**config.mk**
```make
export PLATFORM = sky130hd
export DESIGN_NAME = pff_ram
export DESIGN_NICKNAME = d
export VERILOG_FILES = /design/src/rtl/pff_ram.sv
export SDC_FILE = /design/constraint.sdc
export NUM_CORES = 1
export LEC_CHECK = 0
export ABC_AREA = 1
export BUFFER_PORTS_ARGS = -buffer_cell sky130_fd_sc_hd__buf_4
export CAP_MARGIN = 20
export CORE_AREA = 3 3 116 118
export DETAILED_ROUTE_END_ITERATION = 10
export DIE_AREA = 0 0 119 121
export PLACE_DENSITY = 0.72
export SLEW_MARGIN = 20
export SYNTH_ARGS = -nofsm -noshare
export SYNTH_HDL_FRONTEND = slang
export SYNTH_SLANG_ARGS = --single-unit
```
**constraint.sdc**
```tcl
create_clock -name clk -period 4 [get_ports clk]
set_clock_uncertainty 0.15 [all_clocks]
set_input_delay 0.6 -clock clk [delete_from_list [all_inputs] [get_ports clk]]
set_output_delay 0.6 -clock clk [all_outputs]
set_load 0.01 [all_outputs]
```
**src/rtl/pff_ram.sv**
```systemverilog
// ---------------------------------------------------------------------------
// pff_ram: generic single-port-write, single-port-read RAM
// One write and one registered read per cycle; contents are not reset.
// ---------------------------------------------------------------------------
module pff_ram #(
	parameter int WIDTH = 8,
	parameter int DEPTH = 16
) (
	input  logic                     clk,
	input  logic                     wr_en,
	input  logic [$clog2(DEPTH)-1:0] waddr,
	input  logic [WIDTH-1:0]         wdata,
	input  logic [$clog2(DEPTH)-1:0] raddr,
	output logic [WIDTH-1:0]         rdata
);

	logic [WIDTH-1:0] mem [DEPTH];

	always_ff @(posedge clk) begin
		if (wr_en) begin
			mem[waddr] <= wdata;
		end
		rdata <= mem[raddr];
	end

endmodule

```
==> metrics.cfg <==
[outcome]
status = finished clean

[grt]
grt_max_degree = 66
grt.overflow.total = 0
grt_pass1_vias = 3705
grt_pass1_wl_um = 20000
grtUsageTotal_pct = 18.9
antenna_found_initial = 0

[clocking]
cts_buffer_depth = 2
clockRootBuffer = clkbuf_16
cts_tree = done
cts.sinks = 136
cts_made_buffers = 17
ctsResizeCount = 0
clock_latency_ns = 0.42
cts_setup_buffers = 0
path_clk_slew_ns = 0.06
cts_hold_buffers = 0
htreeDepth = 4

[place]
dpl.hpwl_um = 7440
io_buffers = 25
place.gp.congestion = 0.851
dp_slack_ns = 1.31

[yosys]
yosysTopAreaCellShare_pct = 66.7
synth_mux_area_share_pct = 0
synth_area_um2 = 5770
synth_top_family_by_area = simple AND/OR/NAND/NOR gates
synth.avg_cell_area_um2 = 10.5
synth_seq_cells = 136
synth_top_area_cell = edfxtp_1
synth_cell_types = 12
synth_xor_area_share_pct = 0
synthAdderAreaFrac_pct = 0
synth-simple-area-share_pct = 21.0
netlist_top_cells_area = edfxtp_1 (67%), nand2_1 (11%), nand3_1 (8.4%)
synth_compound_area_share_pct = 0
ys_seq_area_share_pct = 69.4
synthesis.nets = 569
syn_inst = 551
yosys_warnings = 0

[die]
die_x_um = 119
rows = 41
initial_core_util_pct = 45.9
die_h_um = 121
die_area_um2 = 14400
core_area_um2 = 12600
ios = 26

[detailed_routing]
viasPerCell = 4.99
drt_iter0_drc = 414
ant_nets = 0
route.detailed.drc = 0
wl_per_cell_um = 16.7
wl_um = 12600
num_vias = 3770
drt-pass1-iter-count = 6

[timing]
slew_violations = 0
finalSetupViolCount = 0
fmax_ghz = 0.430
setup_slack_ns = 1.67
rsz0062_at_grt = false
period_needed_ns = 2.33
hold_viol_final = 0
tns_ns = 0
slew_headroom_pct = 26.6
tightest_slew_ns = 1.10
fin_crit_sh_pct = 58.2

[final_layout]
area_growth_pct = 15.3
seqCellArea_um2 = 4000
mostFrequentLayoutCell = nand2_1
diodes = 0
nets = 589
drive_gt1_share_pct = 9.93
nFillCells = 1030
multi_input_area_um2 = 1210
layout_common_cells = nand2_1 (173), edfxtp_1 (128), inv_1 (100)

[worst_setup_path]
critPathLaunchType = input pin
crit_type = in -> reg
worstPathCellList = buf_4, inv_2, nand2_1, nand3_1, nand3_1, nand3_1, nand2_1
critPathSlowestCell = inv_2
max_stage_delay_ns = 0.62
critPathMaxFanout = 65
arrival_ns = 2.53
crit_top_cell = nand3_1
cp.required_ns = 4.20
end_kind = flip-flop

[pwr]
p_leak_nw = 2.84
power_density_nw_per_um2 = 523
ir_drop_mv = 0.294

[flow_run]
cap_violations = 0

[worst_hold_path]
min_path_type = in -> reg

-- worst max-delay path: cells and delay by family --
family,cells,cell delay [ns]
and+or+nand+nor,5,0.72
buffers and inverters,2,1.15
-- sequential cells by signal (all words and copies together), names as in the netlist --
register	count
rdata	8
mem	128
-- path summary, 6_finish.rpt --
path	depth (start not counted)	to	startpoint	slack (ns)
worst min-delay path	3	rdata[3]	raddr[3]	0.36
worst max-delay path	7	rdata[6]	raddr[0]	1.67
worst max register to register	6	rdata[4]	mem[1][4]	2.77
worst min register to register	6	rdata[3]	mem[10][3]	0.49
-- power breakdown --
| part | total, mW | leakage (nW) | switching (mW) | internal, mW |
|---|---|---|---|---|
| logic | 0.195 | 1.31 | 0.135 | 0.0594 |
| registers | 1.61 | 1.22 | 0.0120 | 1.59 |
| clock network | 1.68 | 0.305 | 0.573 | 1.11 |
| total | 3.48 | 2.84 | 0.721 | 2.76 |
-- synthesized netlist by cell type (all sizes together) --
master	instances
nor2	17
nand3	97
nand2	173
nand3b	2
inv	102
dfxtp	8
edfxtp	128
buf	24
-- final cells by class --
class                           count  share of cell area (%)
Sequential cell                   136                    60.2
Tap cell                          172                    3.24
Clock buffer                       21                    7.22
Multi-Input combinational cell    289                    18.2
Clock inverter                     11                    2.52
Timing Repair Buffer               25                    2.82
Inverter                          102                    5.76
-- metrics by stage --
step,power (mW),hold WS [ns],std cells,instance area (um2),util (%)
3_3_place_gp,1.82,0.483,724,6000,47.8
2_1_floorplan,1.75,0.457,551,5770,-
3_5_place_dp,1.83,0.492,724,6000,47.8
4_1_cts,3.49,0.341,756,6650,52.9
6_report,3.48,0.361,756,6650,52.9
5_1_grt,3.59,0.367,756,6650,52.9
-- routing by layer --
metal | share of wire (%) | vias to the layer above | GRT usage, %
met5 | 0 | - | 0
met4 | 1.7 | 0 | 6.88
met3 | 7.7 | 19 | 5.59
met2 | 51 | 164 | 31.4
met1 | 40 | 1774 | 23.4
li1 | - | 1813 | -
-- cell families after synthesis --
kind of cell	after synthesis
flops	136
simple gates	289
buf+inv	126
(Power assumes the default switching activity.)
