File: config.mk
export PLATFORM = sky130hd
export DESIGN_NAME = pff_ctrl
export DESIGN_NICKNAME = d
export VERILOG_FILES = /design/src/rtl/pff_pkg.sv /design/src/rtl/pff_ctrl.sv
export SDC_FILE = /design/constraint.sdc
export NUM_CORES = 1
export LEC_CHECK = 0
export ABC_AREA = 1
export BUFFER_PORTS_ARGS = -buffer_cell sky130_fd_sc_hd__buf_4
export CAP_MARGIN = 20
export CORE_MARGIN = 2
export CORE_UTILIZATION = 50
export DETAILED_ROUTE_END_ITERATION = 10
export GPL_ROUTABILITY_DRIVEN = 0
export HOLD_SLACK_MARGIN = 0.06
export PLACE_DENSITY = 0.69
export SYNTH_ARGS = -nofsm -noshare
export SYNTH_HDL_FRONTEND = slang
export SYNTH_SLANG_ARGS = --single-unit
File: constraint.sdc
create_clock -name clk -period 1.9 [get_ports clk]
set_clock_uncertainty 0.1 [all_clocks]
set_input_delay 0.19 -clock clk [delete_from_list [all_inputs] [get_ports clk]]
set_output_delay 0.19 -clock clk [all_outputs]
set_load 0.05 [all_outputs]
File: src/rtl/pff_pkg.sv
// ---------------------------------------------------------------------------
// pff_pkg: shared types and constants of the Pareto front filter
// Field widths, default parameter values, sequencer states and the control
// word that passes from the sequencer to the datapath.
// ---------------------------------------------------------------------------
package pff_pkg;

	localparam int COST_W        = 32;
	localparam int GAIN_W        = 32;
	localparam int TAG_W         = 64;
	localparam int TDATA_W       = COST_W + GAIN_W + TAG_W;
	localparam int MAX_ITEMS_DEF = 64;
	localparam int OBJ_WIDTH_DEF = 32;

	typedef enum logic [2:0] {
		ST_LOAD,
		ST_FETCH,
		ST_CAPTURE,
		ST_SCAN,
		ST_DECIDE,
		ST_FLUSH
	} pff_state_t;

	typedef struct packed {
		logic cap_cand;
		logic load_pend;
		logic push_out;
		logic push_last;
		logic overflow;
	} pff_ctl_t;

endpackage

File: src/rtl/pff_ctrl.sv
// ---------------------------------------------------------------------------
// pff_ctrl: load and scan sequencer
// Stores the set, then per stored item sweeps the stored items through the shared
// comparator until one beats it or all are seen, and decides if the item is kept.
// ---------------------------------------------------------------------------
module pff_ctrl #(
	parameter int MAX_ITEMS = 64
) (
	input  logic                         clk,
	input  logic                         arst_n,
	input  logic                         in_valid,
	input  logic                         in_last,
	input  logic                         out_free,
	input  logic                         beats,
	output logic                         in_ready,
	output logic                         wr_en,
	output logic [$clog2(MAX_ITEMS)-1:0] waddr,
	output logic [$clog2(MAX_ITEMS)-1:0] raddr,
	output pff_pkg::pff_ctl_t            ctl
);
	import pff_pkg::*;

	localparam int CW = $clog2(MAX_ITEMS + 1);
	localparam int AW = $clog2(MAX_ITEMS);

	pff_state_t    state_q, state_d;
	logic [CW-1:0] cnt_q, i_q, j_q;
	logic [CW-1:0] i_next;
	logic          dom_q, pend_vld_q, ovf_q;
	logic          accept, has_room, dom_now, scan_done, adv;

	assign accept    = in_valid && in_ready;
	assign has_room  = cnt_q < CW'(MAX_ITEMS);
	assign dom_now   = dom_q || beats;
	// The entry compared in a scan cycle is the one addressed in the cycle before, as the RAM read is registered.
	assign scan_done = dom_now || (j_q == cnt_q);
	assign adv       = dom_q || !pend_vld_q || out_free;
	assign i_next    = CW'(i_q + 1'b1);

	always_comb begin
		state_d = state_q;
		unique case (state_q)
			ST_LOAD: begin
				if (accept && in_last) state_d = ST_FETCH;
			end
			ST_FETCH:   state_d = ST_CAPTURE;
			ST_CAPTURE: state_d = ST_SCAN;
			ST_SCAN: begin
				if (scan_done) state_d = ST_DECIDE;
			end
			ST_DECIDE: begin
				if (adv) state_d = (i_next == cnt_q) ? ST_FLUSH : ST_FETCH;
			end
			ST_FLUSH: begin
				if (out_free || !pend_vld_q) state_d = ST_LOAD;
			end
			default: state_d = ST_LOAD;
		endcase
	end

	always_comb begin
		in_ready      = 1'b0;
		wr_en         = 1'b0;
		waddr         = cnt_q[AW-1:0];
		raddr         = j_q[AW-1:0];
		ctl           = '0;
		ctl.overflow  = ovf_q;
		unique case (state_q)
			ST_LOAD: begin
				in_ready = 1'b1;
				wr_en    = accept && has_room;
			end
			ST_FETCH:   raddr = i_q[AW-1:0];
			ST_CAPTURE: begin
				ctl.cap_cand = 1'b1;
				raddr        = '0;
			end
			ST_SCAN: ;
			ST_DECIDE: begin
				ctl.load_pend = !dom_q && (!pend_vld_q || out_free);
				ctl.push_out  = !dom_q && pend_vld_q && out_free;
			end
			ST_FLUSH: begin
				ctl.push_out  = pend_vld_q && out_free;
				ctl.push_last = 1'b1;
			end
			default: ;
		endcase
	end

	always_ff @(posedge clk or negedge arst_n) begin
		if (!arst_n) begin
			state_q    <= ST_LOAD;
			cnt_q      <= '0;
			i_q        <= '0;
			j_q        <= '0;
			dom_q      <= 1'b0;
			pend_vld_q <= 1'b0;
			ovf_q      <= 1'b0;
		end else begin
			state_q <= state_d;
			unique case (state_q)
				ST_LOAD: begin
					if (accept) begin
						if (has_room) cnt_q <= CW'(cnt_q + 1'b1);
						else          ovf_q <= 1'b1;
					end
					i_q <= '0;
				end
				ST_FETCH: ;
				ST_CAPTURE: begin
					j_q   <= CW'(1);
					dom_q <= 1'b0;
				end
				ST_SCAN: begin
					j_q   <= CW'(j_q + 1'b1);
					dom_q <= dom_now;
				end
				ST_DECIDE: begin
					if (adv) i_q <= i_next;
					if (ctl.load_pend) pend_vld_q <= 1'b1;
				end
				ST_FLUSH: begin
					if (out_free || !pend_vld_q) begin
						cnt_q      <= '0;
						ovf_q      <= 1'b0;
						pend_vld_q <= 1'b0;
					end
				end
				default: ;
			endcase
		end
	end

endmodule

==> out/metrics.yaml <==
fin_crit_ns: 1.80
ys_warn_count: 0
wl_met1_microns: 2110
outcome: "finished clean"
syn_inst: 262
htree_levels: 1
fp.dieW_microns: 64.8
hold_path_class: "in2reg"
power.density_cell_area_mw_per_mm2: 1540
hpwlAfterDp_microns: 3460
grt_pass1_vias: 1664
drc: 0
total_power_w: 0.00329
fmax_mhz: 555
clk_latency_ns: 0.28
hold_viol: 0
rrSetupSlack_ns: 0.24
dieArea_sq_mm: 0.00420
setup-violations-final: 0
start_util: 0.512
cp.arrival_ns: 1.51
synth_area_sq_mm: 0.00185
root_buffer: "clkbuf_8"
cts_buffer_depth: 2
cts_tree: "yes"
core-area_sq_mm: 0.00361
drive_above_1_share: 0.181
top_layer: "met4"
ios: 25
synth_top_area_frac: 0.366
syn_nets: 271
yosys.area.top_type: "dfrtp_1"
ir_drop_uv: 782
clkSlewWorstSetupHoldPaths_ns: 0.09
final_cells: 335
worst_slew_pin_slew_ns: 0.361
cp_cell_sequence: "inv_1, nand3_2, nand2_2, o22ai_1, buf_4"
slowest_delay_ns: 0.45
synth_area_leaders: "dfrtp_1, nand2_1, inv_1"
die_h_microns: 64.8
yosysUniqueCellTypes: 32
wl_met3_microns: 118
antenna_found_initial: 0
layout_common_cells: "nand2_1, inv_1, buf_4, nand3_1, dfrtp_1"
drv_cap: 0
nNetsFinal: 297
max-slew-margin-rel: 0.759
post_drt_wl_per_cell_microns: 13.5
synth.avg_cell_area_sq_um: 7.05
port_buffers: 24
timing.critical_path.to_type: "output pin"
cp-start-kind: "flip-flop"
grt_pass1_wl_microns: 7540
cp_top_family: "flip-flops"
cts_buffers: 3
clkSinkCount: 27
path_buf_inv: 2
ys_ff_latch: 27
grt_usage: 0.232
num_rows: 22
met2_length_microns: 2250
cp_max_fo: 8
power_leakage_nw: 1.11
dp.cells: 326
diodes: 0
ant_nets: 0
mostFrequentLayoutCell: "nand2_1"
drt-total-wl_microns: 4530
firstDrtPassIters: 4
grt-ovfl-total: 0
syn2layout_area_growth_pct: 16.1
vias_per_cell: 5.17
critPathKind: "reg2out"
fill_cells: 384
slew_violations: 0
num_vias: 1732
grt_max_degree: 28
cp_data_required_time_ns: 1.61
yosysSeqAreaShare: 0.366
dr.first_iter.drc_count: 144
fin_worst_hold_slack_ns: 0.138
cp_slowest_cell: "dfrtp_2"
fin_crit_sh: 0.948
timing repair:
item | in CTS | in global routing
buffers inserted | 1 | 3
pin swaps | 1 | 1
gates resized for setup | 4 | 0
setup endpoints to repair | 6 | 2
hold endpoints to repair | 27 | 0
hold buffers | 1 | 0
layout make-up:
cell class,instances,area (sq um),share of cell area
multi-input combinational,176,935,0.436
sequential,27,678,0.316
timing repair buffer,32,243,0.113
inverter,48,183,0.0852
tap,48,60.1,0.0280
clock buffer,3,41.3,0.0193
clock inverter,1,5.00,0.00233
worst register-to-register path, stage by stage (launching register included):
cell     delay, ns
dfrtp_1       0.43
ha_1          0.31
inv_1         0.08
nand2_1       0.05
nand2_1       0.06
nand2_1       0.05
nor2_1        0.11
nand3_1       0.08
nor2_1        0.09
nand3_1       0.09
a21oi_1       0.14
per-stage QoR:
| step | utilization | setup TNS (ns) | cell area [sq um] | worst slack, ns |
|---|---|---|---|---|
| 2_1_floorplan | - | -0.580 | 1860 | -0.0858 |
| 3_3_place_gp | 0.568 | 0 | 2050 | 0.154 |
| 3_5_place_dp | 0.568 | 0 | 2050 | 0.131 |
| 4_1_cts | 0.588 | 0 | 2120 | 0.0556 |
| 5_1_grt | 0.595 | -0.00239 | 2140 | -0.00239 |
| 6_report | 0.595 | 0 | 2140 | 0.0990 |
registers in the layout (all words and copies together), names as in the netlist:
| name | flops |
|---|---|
| state_q | 3 |
| pend_vld_q | 1 |
| i_q | 7 |
| j_q | 7 |
| ovf_q | 1 |
| dom_q | 1 |
| cnt_q | 7 |
path summary, 6_finish.rpt:
kind / startpoint / to / cells past startpoint
worst min register to register: j_q[3]$_DFFE_PN0P_ / j_q[3]$_DFFE_PN0P_ / 1
worst max-delay path: state_q[2]$_DFFE_PN0P_ / raddr[3] / 5
worst max register to register: i_q[1]$_DFFE_PN0P_ / state_q[2]$_DFFE_PN0P_ / 10
min in group asynchronous: arst_n / i_q[5]$_DFFE_PN0P_ / 2
worst min-delay path: beats / dom_q$_DFFE_PN0P_ / 4
max in group asynchronous: arst_n / state_q[0]$_DFFE_PN0P_ / 2
power by group:
part	internal [W]	switching (W)
Clock	0.000147	0.000188
Sequential	0.000735	0.000246
Combinational	0.000640	0.00134
Total	0.00152	0.00177
metal layers:
metal | vias to the layer above | GRT usage
met5 | - | 0
met4 | 0 | 0.0612
met3 | 5 | 0.0191
met2 | 22 | 0.418
met1 | 811 | 0.298
li1 | 894 | -
logic make-up after synthesis:
logic type | Yosys count | synth area share
DFF | 27 | 0.366
and+or+nand+nor | 122 | 0.291
adders and majority gates | 3 | 0.0203
xor gates and xnor gates | 8 | 0.0454
AOI/OAI and AO/OA | 43 | 0.136
buffers and inverters | 59 | 0.141
Yosys cell counts (all sizes together):
master	n
nand2	63
inv	48
dfrtp	27
nand3	26
nor2	23
o21ai	21
o22ai	10
buf	8
nand4	6
a21oi	5
xor2	4
clkbuf	3
ha	3
nor3	3
o31ai	3
xnor2	3
a22oi	1
o2111ai	1
o211ai	1
o32ai	1
or2	1
xnor3	1
(Power assumes the default switching activity.)
