### config.mk
export PLATFORM = sky130hd
export DESIGN_NAME = pff_dom_unit
export DESIGN_NICKNAME = d
export VERILOG_FILES = /design/src/rtl/pff_dom_unit.sv
export SDC_FILE = /design/constraint.sdc
export NUM_CORES = 1
export LEC_CHECK = 0
export BUFFER_PORTS_ARGS = -buffer_cell sky130_fd_sc_hd__buf_2
export CAP_MARGIN = 40
export CELL_PAD_IN_SITES_DETAIL_PLACEMENT = 0
export CELL_PAD_IN_SITES_GLOBAL_PLACEMENT = 2
export CORE_MARGIN = 2
export CORE_UTILIZATION = 20
export DETAILED_ROUTE_END_ITERATION = 8
export PLACE_DENSITY = 0.91
export SYNTH_ARGS = -nofsm -noshare
export SYNTH_HDL_FRONTEND = slang
export SYNTH_SLANG_ARGS = --single-unit
### constraint.sdc
create_clock -name vclk -period 2.4
set_clock_uncertainty 0.1 [all_clocks]
set_input_delay 0.36 -clock vclk [all_inputs]
set_output_delay 0.36 -clock vclk [all_outputs]
set_load 0.005 [all_outputs]
### src/rtl/pff_dom_unit.sv
// ---------------------------------------------------------------------------
// pff_dom_unit: shared dominance comparator
// Flags when the other item dominates the candidate: cost no higher, gain no
// lower, and strictly better in at least one of the two.
// ---------------------------------------------------------------------------
module pff_dom_unit #(
	parameter int W = 32
) (
	input  logic [W-1:0] cand_cost,
	input  logic [W-1:0] cand_gain,
	input  logic [W-1:0] other_cost,
	input  logic [W-1:0] other_gain,
	output logic         beats
);

	logic cost_le, gain_ge, cost_lt, gain_gt;

	assign cost_le = other_cost <= cand_cost;
	assign gain_ge = other_gain >= cand_gain;
	assign cost_lt = other_cost <  cand_cost;
	assign gain_gt = other_gain >  cand_gain;
	assign beats   = cost_le && gain_ge && (cost_lt || gain_gt);

endmodule

==> impl_summary.txt, run 1 <==
----------------------------------------------------
[Run status]
  Outcome ... complete, no violations

[Finish]
  Number of flip-flops and latches ... 0
  Net count, final ... approximately 560
  Sequential cell area ... 0 µm²
  Count of antenna diodes in the layout ... 0
  Area growth, synth to finish ... 76.0%
  Number of fill cells in the layout ... approximately 830
  Fraction of layout cells with a size suffix above 1 ... approximately half
  Number of clock buffer instances in the layout ... 0

[Setup path]
  Launching element of the worst setup path ... cand_cost[15]
  Sort of element at the end of the critical path ... output port
  Maximum fanout count along the critical path ... 2
  Required time worst endpoint ... 1.94 ns
  Element type at the critical path start ... input pin
  Crit path kind ... in -> out
  Capture point of the worst path ... beats
  CP Data Arrival Time ... 1.93 ns

[Route]
  Number of remaining DRC errors ... 0
  Total wire length after detailed routing ... 5.00 mm
  Vias per Instance ... about 4.2
  Vias after detailed routing ... ~2.0k
  Initial detailed-routing violation count ... 15
  Number of detailed-route iterations in the first pass ... 4
  Final ANT Viol Nets ... 0
  Routed len/inst ... roughly 11 µm

[Synth]
  Cell area after synthesis ... approximately 1600 µm²
  Most frequent cells after synthesis ... 65 x sky130_fd_sc_hd__inv_1, 64 x sky130_fd_sc_hd__ha_1, 26 x sky130_fd_sc_hd__a21oi_1, 14 x sky130_fd_sc_hd__nand3_1, 14 x sky130_fd_sc_hd__nand4_1
  Top cells by area in the synthesized netlist ... sky130_fd_sc_hd__ha_1 50%, sky130_fd_sc_hd__inv_1 15%, sky130_fd_sc_hd__a21oi_1 8.1%
  Number of instances in the synthesized netlist ... 227
  Number of warnings printed during yosys synthesis ... 0
  Biggest area consumer among synthesized cells ... sky130_fd_sc_hd__ha_1
  Syn_nets ... 419
  Share of Yosys cell area claimed by the top area cell type ... 49.8%
  Syn_area_per_cell ... between 7 and 8 µm²
  Number of distinct standard cells referenced by the synthesized netlist ... 24
  Most common cell in the netlist ... sky130_fd_sc_hd__inv_1
  Seq/Total Area, Yosys ... 0%

[Timing]
  Count of final max-slew check failures ... 0
  Crit share post-route ... roughly 99%
  Number of hold-slack violations in the final timing report ... 0
  Unrepaired setup endpoints after global routing ... true
  Min Tclk post-route ... about 2.4 ns
  Final setup viols ... 0
  Hold Worst Slack ... 1.20 ns
  Max transition margin ... about three quarters
  Crit path setup slack, layout ... around 0.014 ns
  Actual transition at the worst max-transition pin ... 0.371 ns
  Timing-limited maximum frequency ... roughly 0.42 GHz

[Pwr]
  Cell leakage power ... between 0.0015 and 0.002 µW
  Cell area power density ... between 100 and 150 nW/µm²
  Switching share of power ... 44.7%
  Peak supply drop ... roughly 0.063 mV
  Clock network fraction of design power ... 0%
  Sequential power share ... 0%
  Internal Power ... 228 µW
  P_sw ... ~180 µW
  Portion of total power attributed to combinational logic ... 100.0%

[Clock tree]
  Hold Buf Count CTS ... 0

[Global routing]
  Aggregate global routing overflow ... 0
  Vias in the first global route ... between 1.5k and 2k
  Antenna violations before repair ... 0
  GR Util All Layers ... between 10% and 20%
  Pin count of the biggest net entering global routing ... 4
  Global-route wire length before repair ... between 7 and 8 mm

[Floorplan]
  Placeable core region ... between 7000 and 8000 µm²
  Top-Level Pins ... 129
  Initial standard-cell utilization of the core ... just over 20%
  Horizontal extent of the die ... between 90 and 100 µm
  Die extent in y ... about 94 µm
  Die Outline Area ... between 8000 and 9000 µm²
  Count of standard-cell rows ... 32

[Placed design]
  HPWL after detailed placement ... roughly 4.5 mm
  Number of port buffers ... between 100 and 150
  Routability Congestion ... between 0.7 and 0.8
  Worst Setup Slack post-DPL ... -0.0925 ns

[Hold path]
  Type of the worst min-delay path ... in -> out

[Job]
  MaxCap Viol Count ... 0

----------------------------------------------------
## layout by cell type, fill, tap and decap left out, drive strengths merged, types with 2 or more instances in the layout
master,count
a21boi,2
a21o,7
a21oi,27
buf,142
ha,64
inv,65
nand2,8
nand3,14
nand4,14
nor2,6
nor4,2
o21ai,4
o31ai,3
## per-layer routing
layer / up-vias / share of wire, % / wire length [µm] / GRT usage (%)
li1: 1079 / - / - / -
met1: 831 / 41 / 2060 / 13.0
met2: 74 / 50 / 2510 / 20.6
met3: 0 / 8.6 / 431 / 1.20
met4: 0 / 0 / 0 / 0
met5: - / 0 / 0 / 0
## power groups by stage
stage | Combinational [µW] | Clock (µW) | Sequential (µW)
after floorplan | 183 | 0 | 0
after global placement | 345 | 0 | 0
after detailed placement | 350 | 0 | 0
after CTS | 382 | 0 | 0
after global routing | 475 | 0 | 0
final | 412 | 0 | 0
## timing repair
item,in CTS,in global routing
buffers inserted,2,2
resized for setup,29,31
gates cloned,0,0
pin swaps,19,19
endpoints found under the setup margin,1,1
## logic make-up after synthesis
family          after synthesis  synth area share [%]
buf+inv                      65                  15.2
fa+ha+maj                    64                  49.8
compound gates               50                  19.4
simple gates                 48                  15.6
## final cells by class
type               count  area (µm²)  share of cell area, %
inverters             65         251                   8.89
multi-input cells    162        1650                   58.1
repair buffers       142         806                   28.5
well taps            102         128                   4.51
## critical path, cell delays in order
cell and delay [ns]:
sky130_fd_sc_hd__buf_6 0.10, sky130_fd_sc_hd__inv_4 0.05, sky130_fd_sc_hd__ha_4 0.19, sky130_fd_sc_hd__nand4_1 0.12, sky130_fd_sc_hd__buf_4 0.14, sky130_fd_sc_hd__nor2_2 0.04, sky130_fd_sc_hd__a221o_1 0.32, sky130_fd_sc_hd__o31ai_2 0.23
sky130_fd_sc_hd__nand3_1 0.12, sky130_fd_sc_hd__a2bb2oi_2 0.13, sky130_fd_sc_hd__buf_2 0.13
## stage by stage
step	TNS, ns	instances	power [µW]	area, µm²	util, %
2_1_floorplan	0	227	183	1610	-
3_3_place_gp	-0.0667	468	345	2460	31.6
3_5_place_dp	-0.0925	468	350	2460	31.6
4_1_cts	0	469	382	2650	34.1
5_1_grt	-0.0734	471	475	2830	36.4
6_report	0	471	412	2830	36.4
## worst min-delay path by stage
stage / slack, ns / end / startpoint / depth (start not counted)
2_1_floorplan: 0.90 / beats / other_cost[31] / 4
3_3_place_gp: 1.21 / beats / other_gain[31] / 6
3_5_place_dp: 1.23 / beats / other_gain[31] / 6
4_1_cts: 1.22 / beats / other_gain[31] / 6
5_1_grt: 1.24 / beats / other_gain[31] / 6
6_report: 1.20 / beats / cand_gain[0] / 6
Note: power is estimated with default switching activity, not from simulation.
==> inputs of run 2 (changes only) <==
==> constraint.sdc (replaced) <==
create_clock -name vclk -period 2.66
set_clock_uncertainty 0.1 [all_clocks]
set_input_delay 0.399 -clock vclk [all_inputs]
set_output_delay 0.399 -clock vclk [all_outputs]
set_load 0.005 [all_outputs]
==> run 2 against run 1 <==
Utilization decreased by 4.6 points. Non-clock buffer count decreased by 11. Final cell count fell by 2.3%. First-iteration DRC count grew 27%. Clock-buffer cell count unchanged. Critical path depth down 1. Flip-flop and latch count is the same. Combinational power shrank 24%. Global-route usage decreased by 0.91 points.
==> impl_summary.txt, run 2 (synthesis gave the netlist of run 1 again) <==
----------------------------------------------------
[Run status]
  Outcome ... complete, no violations

[Pwr]
  Cell area power density ... 127 nW/µm² (-13%)
  Internal Power ... 169 µW (-26%)
  Portion of total power attributed to combinational logic ... 100.0% (about the same)
  P_sw ... 145 µW (-22%)
  Cell leakage power ... 0.00155 µW (-4.0%)
  Sequential power share ... 0% (unchanged)
  Switching share of power ... 46.0% (+1.3 points)
  Peak supply drop ... 0.0508 mV (-19%)
  Clock network fraction of design power ... 0% (unchanged)

[Floorplan]
  Placeable core region ... 7770 µm² (unchanged)
  Die extent in y ... 93.7 µm (unchanged)
  Horizontal extent of the die ... 93.7 µm (unchanged)
  Count of standard-cell rows ... 32 (unchanged)
  Initial standard-cell utilization of the core ... 20.7% (unchanged)
  Top-Level Pins ... 129 (unchanged)
  Die Outline Area ... 8770 µm² (unchanged)

[Timing]
  Number of hold-slack violations in the final timing report ... 0 (unchanged)
  Min Tclk post-route ... ~2.5 ns
  Final setup viols ... 0 (unchanged)
  Timing-limited maximum frequency ... a little under 0.4 GHz
  Unrepaired setup endpoints after global routing ... false
  Count of final max-slew check failures ... 0 (unchanged)
  Actual transition at the worst max-transition pin ... 0.378 ns (+0.00697 ns)
  Crit share post-route ... about 96%
  Max transition margin ... 74.6% (-0.48 points)
  Sum Neg Setup Slack ... 0 ns (unchanged)

[Setup path]
  CP Data Arrival Time ... 2.04 ns (+0.11 ns)
  Element type at the critical path start ... input pin
  Sort of element at the end of the critical path ... output port
  Required time worst endpoint ... 2.16 ns (+0.22 ns)
  Maximum fanout count along the critical path ... 2 (unchanged)
  Crit path kind ... in -> out

[Finish]
  Count of antenna diodes in the layout ... 0 (unchanged)
  Most used cells in the layout excluding fill and tap cells ... 129 x sky130_fd_sc_hd__buf_2, 64 x sky130_fd_sc_hd__inv_1, 59 x sky130_fd_sc_hd__ha_1
  Net count, final ... 552 (-2.0%)
  Area growth, synth to finish ... 53.9%
  Fraction of layout cells with a size suffix above 1 ... 40.2% (-10 points)
  Non-filler cells, final ... 460 (-2.3%)
  Number of flip-flops and latches ... 0 (unchanged)
  Sequential cell area ... 0 µm² (unchanged)
  Number of clock buffer instances in the layout ... 0 (unchanged)
  Commonest non-fill, non-tap cell in the layout ... sky130_fd_sc_hd__buf_2

[Route]
  Vias after detailed routing ... 1951 (-1.7%)
  Number of remaining DRC errors ... 0 (unchanged)
  Vias per Instance ... 4.24 (+0.69%)
  Initial detailed-routing violation count ... 19 (+4)
  Routed len/inst ... 10.2 µm (-4.3%)
  Final ANT Viol Nets ... 0 (unchanged)
  Total wire length after detailed routing ... 4.67 mm (-6.5%)
  Number of detailed-route iterations in the first pass ... 4 (unchanged)

[Global routing]
  Pin count of the biggest net entering global routing ... 5 (+1)
  GR Util All Layers ... 9.61% (-0.91 points)
  Aggregate global routing overflow ... 0 (unchanged)
  Global-route wire length before repair ... 7.26 mm (-8.2%)
  Vias in the first global route ... 1845 (-5.2%)
  Antenna violations before repair ... 0 (unchanged)

[Hold path]
  Type of the worst min-delay path ... in -> out

[Job]
  MaxCap Viol Count ... 0 (unchanged)

[Placed design]
  HPWL after detailed placement ... 4.47 mm (+0.34%)
  Number of port buffers ... 129 (unchanged)
  Placed instance count ... 459 (-1.9%)
  Routability Congestion ... 0.783 (+1.9%)

[Clock tree]
  Hold Buf Count CTS ... 0 (unchanged)

----------------------------------------------------
[run 2: repair_timing]
item | 4_1_cts | 5_1_grt
resized for setup | 1 | 10
setup buffers | 0 | 1
setup endpoints to repair | 1 | 1
pin swaps | 2 | 6
[run 2: through the flow]
| step | utilization [%] | setup slack [ns] | instance area, µm² | hold slack, ns | total power [µW] |
|---|---|---|---|---|---|
| 6_report | 31.8 | 0.119 | 2470 | 1.23 | 314 |
| 5_1_grt | 31.8 | 0.00415 | 2470 | 1.28 | 366 |
| 4_1_cts | 30.8 | 0.0394 | 2390 | 1.27 | 307 |
| 3_5_place_dp | 30.8 | -0.0293 | 2390 | 1.28 | 304 |
| 3_3_place_gp | 30.8 | -0.0208 | 2390 | 1.27 | 299 |
| 2_1_floorplan | - | 0.424 | 1610 | 0.981 | 165 |
[run 2: layer usage]
metal  vias up  share of wire [%]  track usage [%]
met5         -                  0                0
met4         0               0.58            0.725
met3         2                8.6             1.44
met2        73                 47             18.3
met1       821                 43             11.8
li1       1055                  -                -
[run 2: cell type report]
cell class,instances,area (µm²)
timing repair buffer,131,661
tap,102,128
fill,858,5290
inverter,65,244
multi-input combinational,162,1440
[run 2: worst paths after layout]
kind,start,endpoint,slack (ns),cells after the start
max,cand_gain[31],beats,0.12,10
min,other_cost[31],beats,1.23,6
[run 2: power by group through the flow]
| stage | Clock [µW] | Sequential, µW | Combinational, µW |
|---|---|---|---|
| floorplan | 0 | 0 | 165 |
| detailed placement | 0 | 0 | 304 |
| CTS | 0 | 0 | 307 |
| global route | 0 | 0 | 366 |
| finish | 0 | 0 | 314 |
| global placement | 0 | 0 | 299 |
[run 2: worst max-delay path, cell delays in order]
cell                        delay (ns)
sky130_fd_sc_hd__buf_2            0.07
sky130_fd_sc_hd__inv_1            0.03
sky130_fd_sc_hd__ha_1             0.32
sky130_fd_sc_hd__nand4_1          0.13
sky130_fd_sc_hd__nor4_1           0.41
sky130_fd_sc_hd__and2_1           0.24
sky130_fd_sc_hd__o31ai_1          0.09
sky130_fd_sc_hd__nand3_1          0.10
sky130_fd_sc_hd__a2bb2oi_2        0.13
sky130_fd_sc_hd__buf_2            0.12
==> inputs of run 3 (changes only) <==
--- a/config.mk
+++ b/config.mk
@@ -5,6 +5,7 @@
 export SDC_FILE = /design/constraint.sdc
 export NUM_CORES = 1
 export LEC_CHECK = 0
+export ABC_AREA = 1
 export BUFFER_PORTS_ARGS = -buffer_cell sky130_fd_sc_hd__buf_2
 export CAP_MARGIN = 40
 export CELL_PAD_IN_SITES_DETAIL_PLACEMENT = 0
@@ -12,7 +13,7 @@
 export CORE_MARGIN = 2
 export CORE_UTILIZATION = 20
 export DETAILED_ROUTE_END_ITERATION = 8
-export PLACE_DENSITY = 0.91
+export PLACE_DENSITY = 0.9
 export SYNTH_ARGS = -nofsm -noshare
 export SYNTH_HDL_FRONTEND = slang
 export SYNTH_SLANG_ARGS = --single-unit
==> run 3 against run 2 <==
Critical path depth grew 2. Die area grew 10%. Routed wire length shrank 5.3%. Utilization shrank 2.4 points. Maximum frequency grew 13%. Final area grew 3.4%. Sequential share of layout area is the same. Non-clock buffer count shrank 2. Synthesized cell count grew 27%. Global-route usage shrank 0.23 points. Combinational power grew 4%. Final cell count grew 14%. Largest cell class unchanged. Largest power group unchanged. Highest routed layer is now met3.
==> impl_summary.txt, run 3 <==
----------------------------------------------------
[Run status]
  Outcome ... complete, no violations

[Global routing]
  Met1 Use GR ... 11.5% (-0.35 points)
  Global-route wire length before repair ... 8.08 mm (+11%)
  Busiest layer in global routing ... met2
  Antenna violations before repair ... 1 (+1)
  GR Util met2 ... 18.0% (-0.32 points)
  GR Util All Layers ... 9.39% (-0.23 points)
  Vias in the first global route ... 2125 (+15%)
  Pin count of the biggest net entering global routing ... 4 (-1)
  Global-route met3 utilization ... 1.93% (+0.49 points)
  Aggregate global routing overflow ... 0 (unchanged)

[Synth]
  Syn_nets ... 480 (+15%)
  Most common cell in the netlist ... sky130_fd_sc_hd__inv_1
  Number of warnings printed during yosys synthesis ... 0 (unchanged)
  Cell area after synthesis ... 1780 µm² (+10%)
  Number of instances in the synthesized netlist ... 288 (+27%)
  Seq/Total Area, Yosys ... 0% (unchanged)
  Most frequent cells after synthesis ... 82 x sky130_fd_sc_hd__inv_1, 65 x sky130_fd_sc_hd__nand2_1, 64 x sky130_fd_sc_hd__ha_1, 28 x sky130_fd_sc_hd__a21oi_1, 16 x sky130_fd_sc_hd__nor2_1
  Share of Yosys cell area claimed by the top area cell type ... 45.1% (-4.7 points)
  Number of distinct standard cells referenced by the synthesized netlist ... 17 (-29%)
  Top cells by area in the synthesized netlist ... sky130_fd_sc_hd__ha_1 45%, sky130_fd_sc_hd__inv_1 17%, sky130_fd_sc_hd__nand2_1 14%
  Biggest area consumer among synthesized cells ... sky130_fd_sc_hd__ha_1
  Syn_area_per_cell ... 6.16 µm² (-13%)

[Finish]
  Commonest non-fill, non-tap cell in the layout ... sky130_fd_sc_hd__buf_2
  Most used cells in the layout excluding fill and tap cells ... 129 x sky130_fd_sc_hd__buf_2, 82 x sky130_fd_sc_hd__inv_1, 65 x sky130_fd_sc_hd__nand2_1
  Fraction of layout cells with a size suffix above 1 ... 34.1% (-6.2 points)
  Area growth, synth to finish ... 44.1%
  Summed area of non-filler cells in the final layout ... 2560 µm² (+3.4%)
  Sequential cell area ... 0 µm² (unchanged)
  Number of flip-flops and latches ... 0 (unchanged)
  Number of fill cells in the layout ... 1009 (+18%)
  Net count, final ... 611 (+11%)
  Number of clock buffer instances in the layout ... 0 (unchanged)
  Area occupied by multi-input gates ... 1470 µm² (+1.8%)

[Floorplan]
  Die extent in y ... 98.2 µm (+4.9%)
  Count of standard-cell rows ... 34 (+6.3%)
  Die Outline Area ... 9650 µm² (+10%)
  Placeable core region ... 8680 µm² (+12%)
  Initial standard-cell utilization of the core ... 20.5% (-0.24 points)
  Top-Level Pins ... 129 (unchanged)
  Horizontal extent of the die ... 98.2 µm (+4.9%)

[Setup path]
  Maximum fanout count along the critical path ... 2 (unchanged)
  Launching element of the worst setup path ... cand_gain[15]
  Element type at the critical path start ... input pin
  Required time worst endpoint ... 2.16 ns (about the same)
  Sort of element at the end of the critical path ... output port
  Capture point of the worst path ... beats
  CP Data Arrival Time ... 1.75 ns (-0.29 ns)
  Crit path kind ... in -> out

[Pwr]
  Cell leakage power ... 0.00172 µW (+11%)
  Peak supply drop ... 0.0386 mV (-24%)
  P_sw ... 158 µW (+9.5%)
  Sequential power share ... 0% (unchanged)
  Clock network fraction of design power ... 0% (unchanged)
  Cell area power density ... 128 nW/µm² (+0.58%)
  Portion of total power attributed to combinational logic ... 100.0% (about the same)
  Internal Power ... 168 µW (-0.63%)
  Switching share of power ... 48.5% (+2.4 points)
  Total power after layout ... 327 µW (+4.0%)

[Timing]
  Sum Neg Setup Slack ... 0 ns (unchanged)
  Crit share post-route ... 84.5% (-11 points)
  Min Tclk post-route ... 2.25 ns (-0.294 ns)
  Number of hold-slack violations in the final timing report ... 0 (unchanged)
  Unrepaired setup endpoints after global routing ... false
  Timing-limited maximum frequency ... 0.445 GHz (+13%)
  Max transition margin ... 86.0% (+11 points)
  Final setup viols ... 0 (unchanged)
  Actual transition at the worst max-transition pin ... 0.209 ns (-0.169 ns)
  Count of final max-slew check failures ... 0 (unchanged)

[Hold path]
  Type of the worst min-delay path ... in -> out

[Route]
  Total wire length after detailed routing ... 4.43 mm (-5.3%)
  Vias after detailed routing ... 2071 (+6.2%)
  Final ANT Viol Nets ... 0 (unchanged)
  Vias per Instance ... 3.94 (-7.2%)
  Initial detailed-routing violation count ... 21 (+2)
  Routed len/inst ... 8.42 µm (-17%)
  Number of remaining DRC errors ... 0 (unchanged)
  Number of detailed-route iterations in the first pass ... 4 (unchanged)

[Placed design]
  HPWL after detailed placement ... 4.38 mm (-2.1%)
  Total cell area at the placement stage ... 2560 µm² (+7.0%)
  Number of port buffers ... 129 (unchanged)
  Routability Congestion ... 0.819 (+4.6%)

[Clock tree]
  Post CTS Setup Buffer Count ... 0 (unchanged)
  Hold Buf Count CTS ... 0 (unchanged)
  Resized Gates After CTS ... 0 (-1)

[Job]
  MaxCap Viol Count ... 0 (unchanged)

----------------------------------------------------
-- run 3: cell types whose count changed after synthesis, moves of 3 or more --
cell                      before  now
sky130_fd_sc_hd__nand2_1       8   65
sky130_fd_sc_hd__inv_1        65   82
sky130_fd_sc_hd__nand4_1      14    3
sky130_fd_sc_hd__nor2_1        6   16
sky130_fd_sc_hd__nand3_1      14    5
sky130_fd_sc_hd__nand2_2       0    6
sky130_fd_sc_hd__a21o_1        7    3
sky130_fd_sc_hd__nor2_4        0    3
sky130_fd_sc_hd__o31ai_1       3    0
-- run 3: cells by family (layout without fill, tap and decap cells) --
kind of cell,Yosys count,count (layout),synth area share [%]
other,0,1,0
buffers and inverters,82,211,17.3
and+or+nand+nor,103,103,25.7
adders and majority gates,64,64,45.1
AOI/OAI and AO/OA,39,39,11.8
-- run 3: critical path: stages --
cell and delay (ns):
sky130_fd_sc_hd__buf_2 0.08, sky130_fd_sc_hd__inv_1 0.03, sky130_fd_sc_hd__ha_1 0.28, sky130_fd_sc_hd__nand2_1 0.08, sky130_fd_sc_hd__nor2_2 0.13, sky130_fd_sc_hd__nand2_1 0.08, sky130_fd_sc_hd__nor2_1 0.15, sky130_fd_sc_hd__nand2_1 0.11
sky130_fd_sc_hd__nand3_1 0.09, sky130_fd_sc_hd__a21oi_1 0.06, sky130_fd_sc_hd__a21oi_1 0.13, sky130_fd_sc_hd__buf_2 0.13
-- run 3: metrics by stage --
| stage | util, % | setup WS (ns) | cells | hold WS (ns) |
|---|---|---|---|---|
| finish | 29.5 | 0.413 | 526 | 1.36 |
| global route | 29.5 | 0.213 | 525 | 1.44 |
| CTS | 29.5 | 0.350 | 525 | 1.37 |
| detailed placement | 29.5 | 0.361 | 525 | 1.37 |
| global placement | 29.5 | 0.345 | 525 | 1.37 |
| floorplan | - | 0.796 | 288 | 1.12 |
-- run 3: power by group through the flow --
stage | Sequential [µW] | Clock (µW) | Combinational [µW]
after global placement | 0 | 0 | 328
after floorplan | 0 | 0 | 196
final | 0 | 0.0000503 | 327
after CTS | 0 | 0 | 337
after detailed placement | 0 | 0 | 335
after global routing | 0 | 0 | 395
-- run 3: final cells by class --
type / count / share of cell area, %
Multi-Input combinational cell: 206 / 57.4
Timing Repair Buffer: 129 / 25.2
Inverter: 82 / 12.0
Tap cell: 108 / 5.28
Antenna cell: 1 / 0.0978
-- run 3: per-layer routing --
| metal | vias to the layer above | routed length [µm] |
|---|---|---|
| li1 | 1162 | - |
| met1 | 833 | 1960 |
| met2 | 76 | 2010 |
| met3 | 0 | 456 |
| met4 | 0 | 0 |
| met5 | - | 0 |
-- run 3: worst min-delay path by stage --
stage	from	end	slack, ns	cells after the start
6_report	other_cost[31]	beats	1.36	9
5_1_grt	other_cost[16]	beats	1.44	7
4_1_cts	other_cost[31]	beats	1.37	9
3_5_place_dp	other_cost[30]	beats	1.37	9
3_3_place_gp	other_cost[16]	beats	1.37	7
2_1_floorplan	other_cost[31]	beats	1.12	7
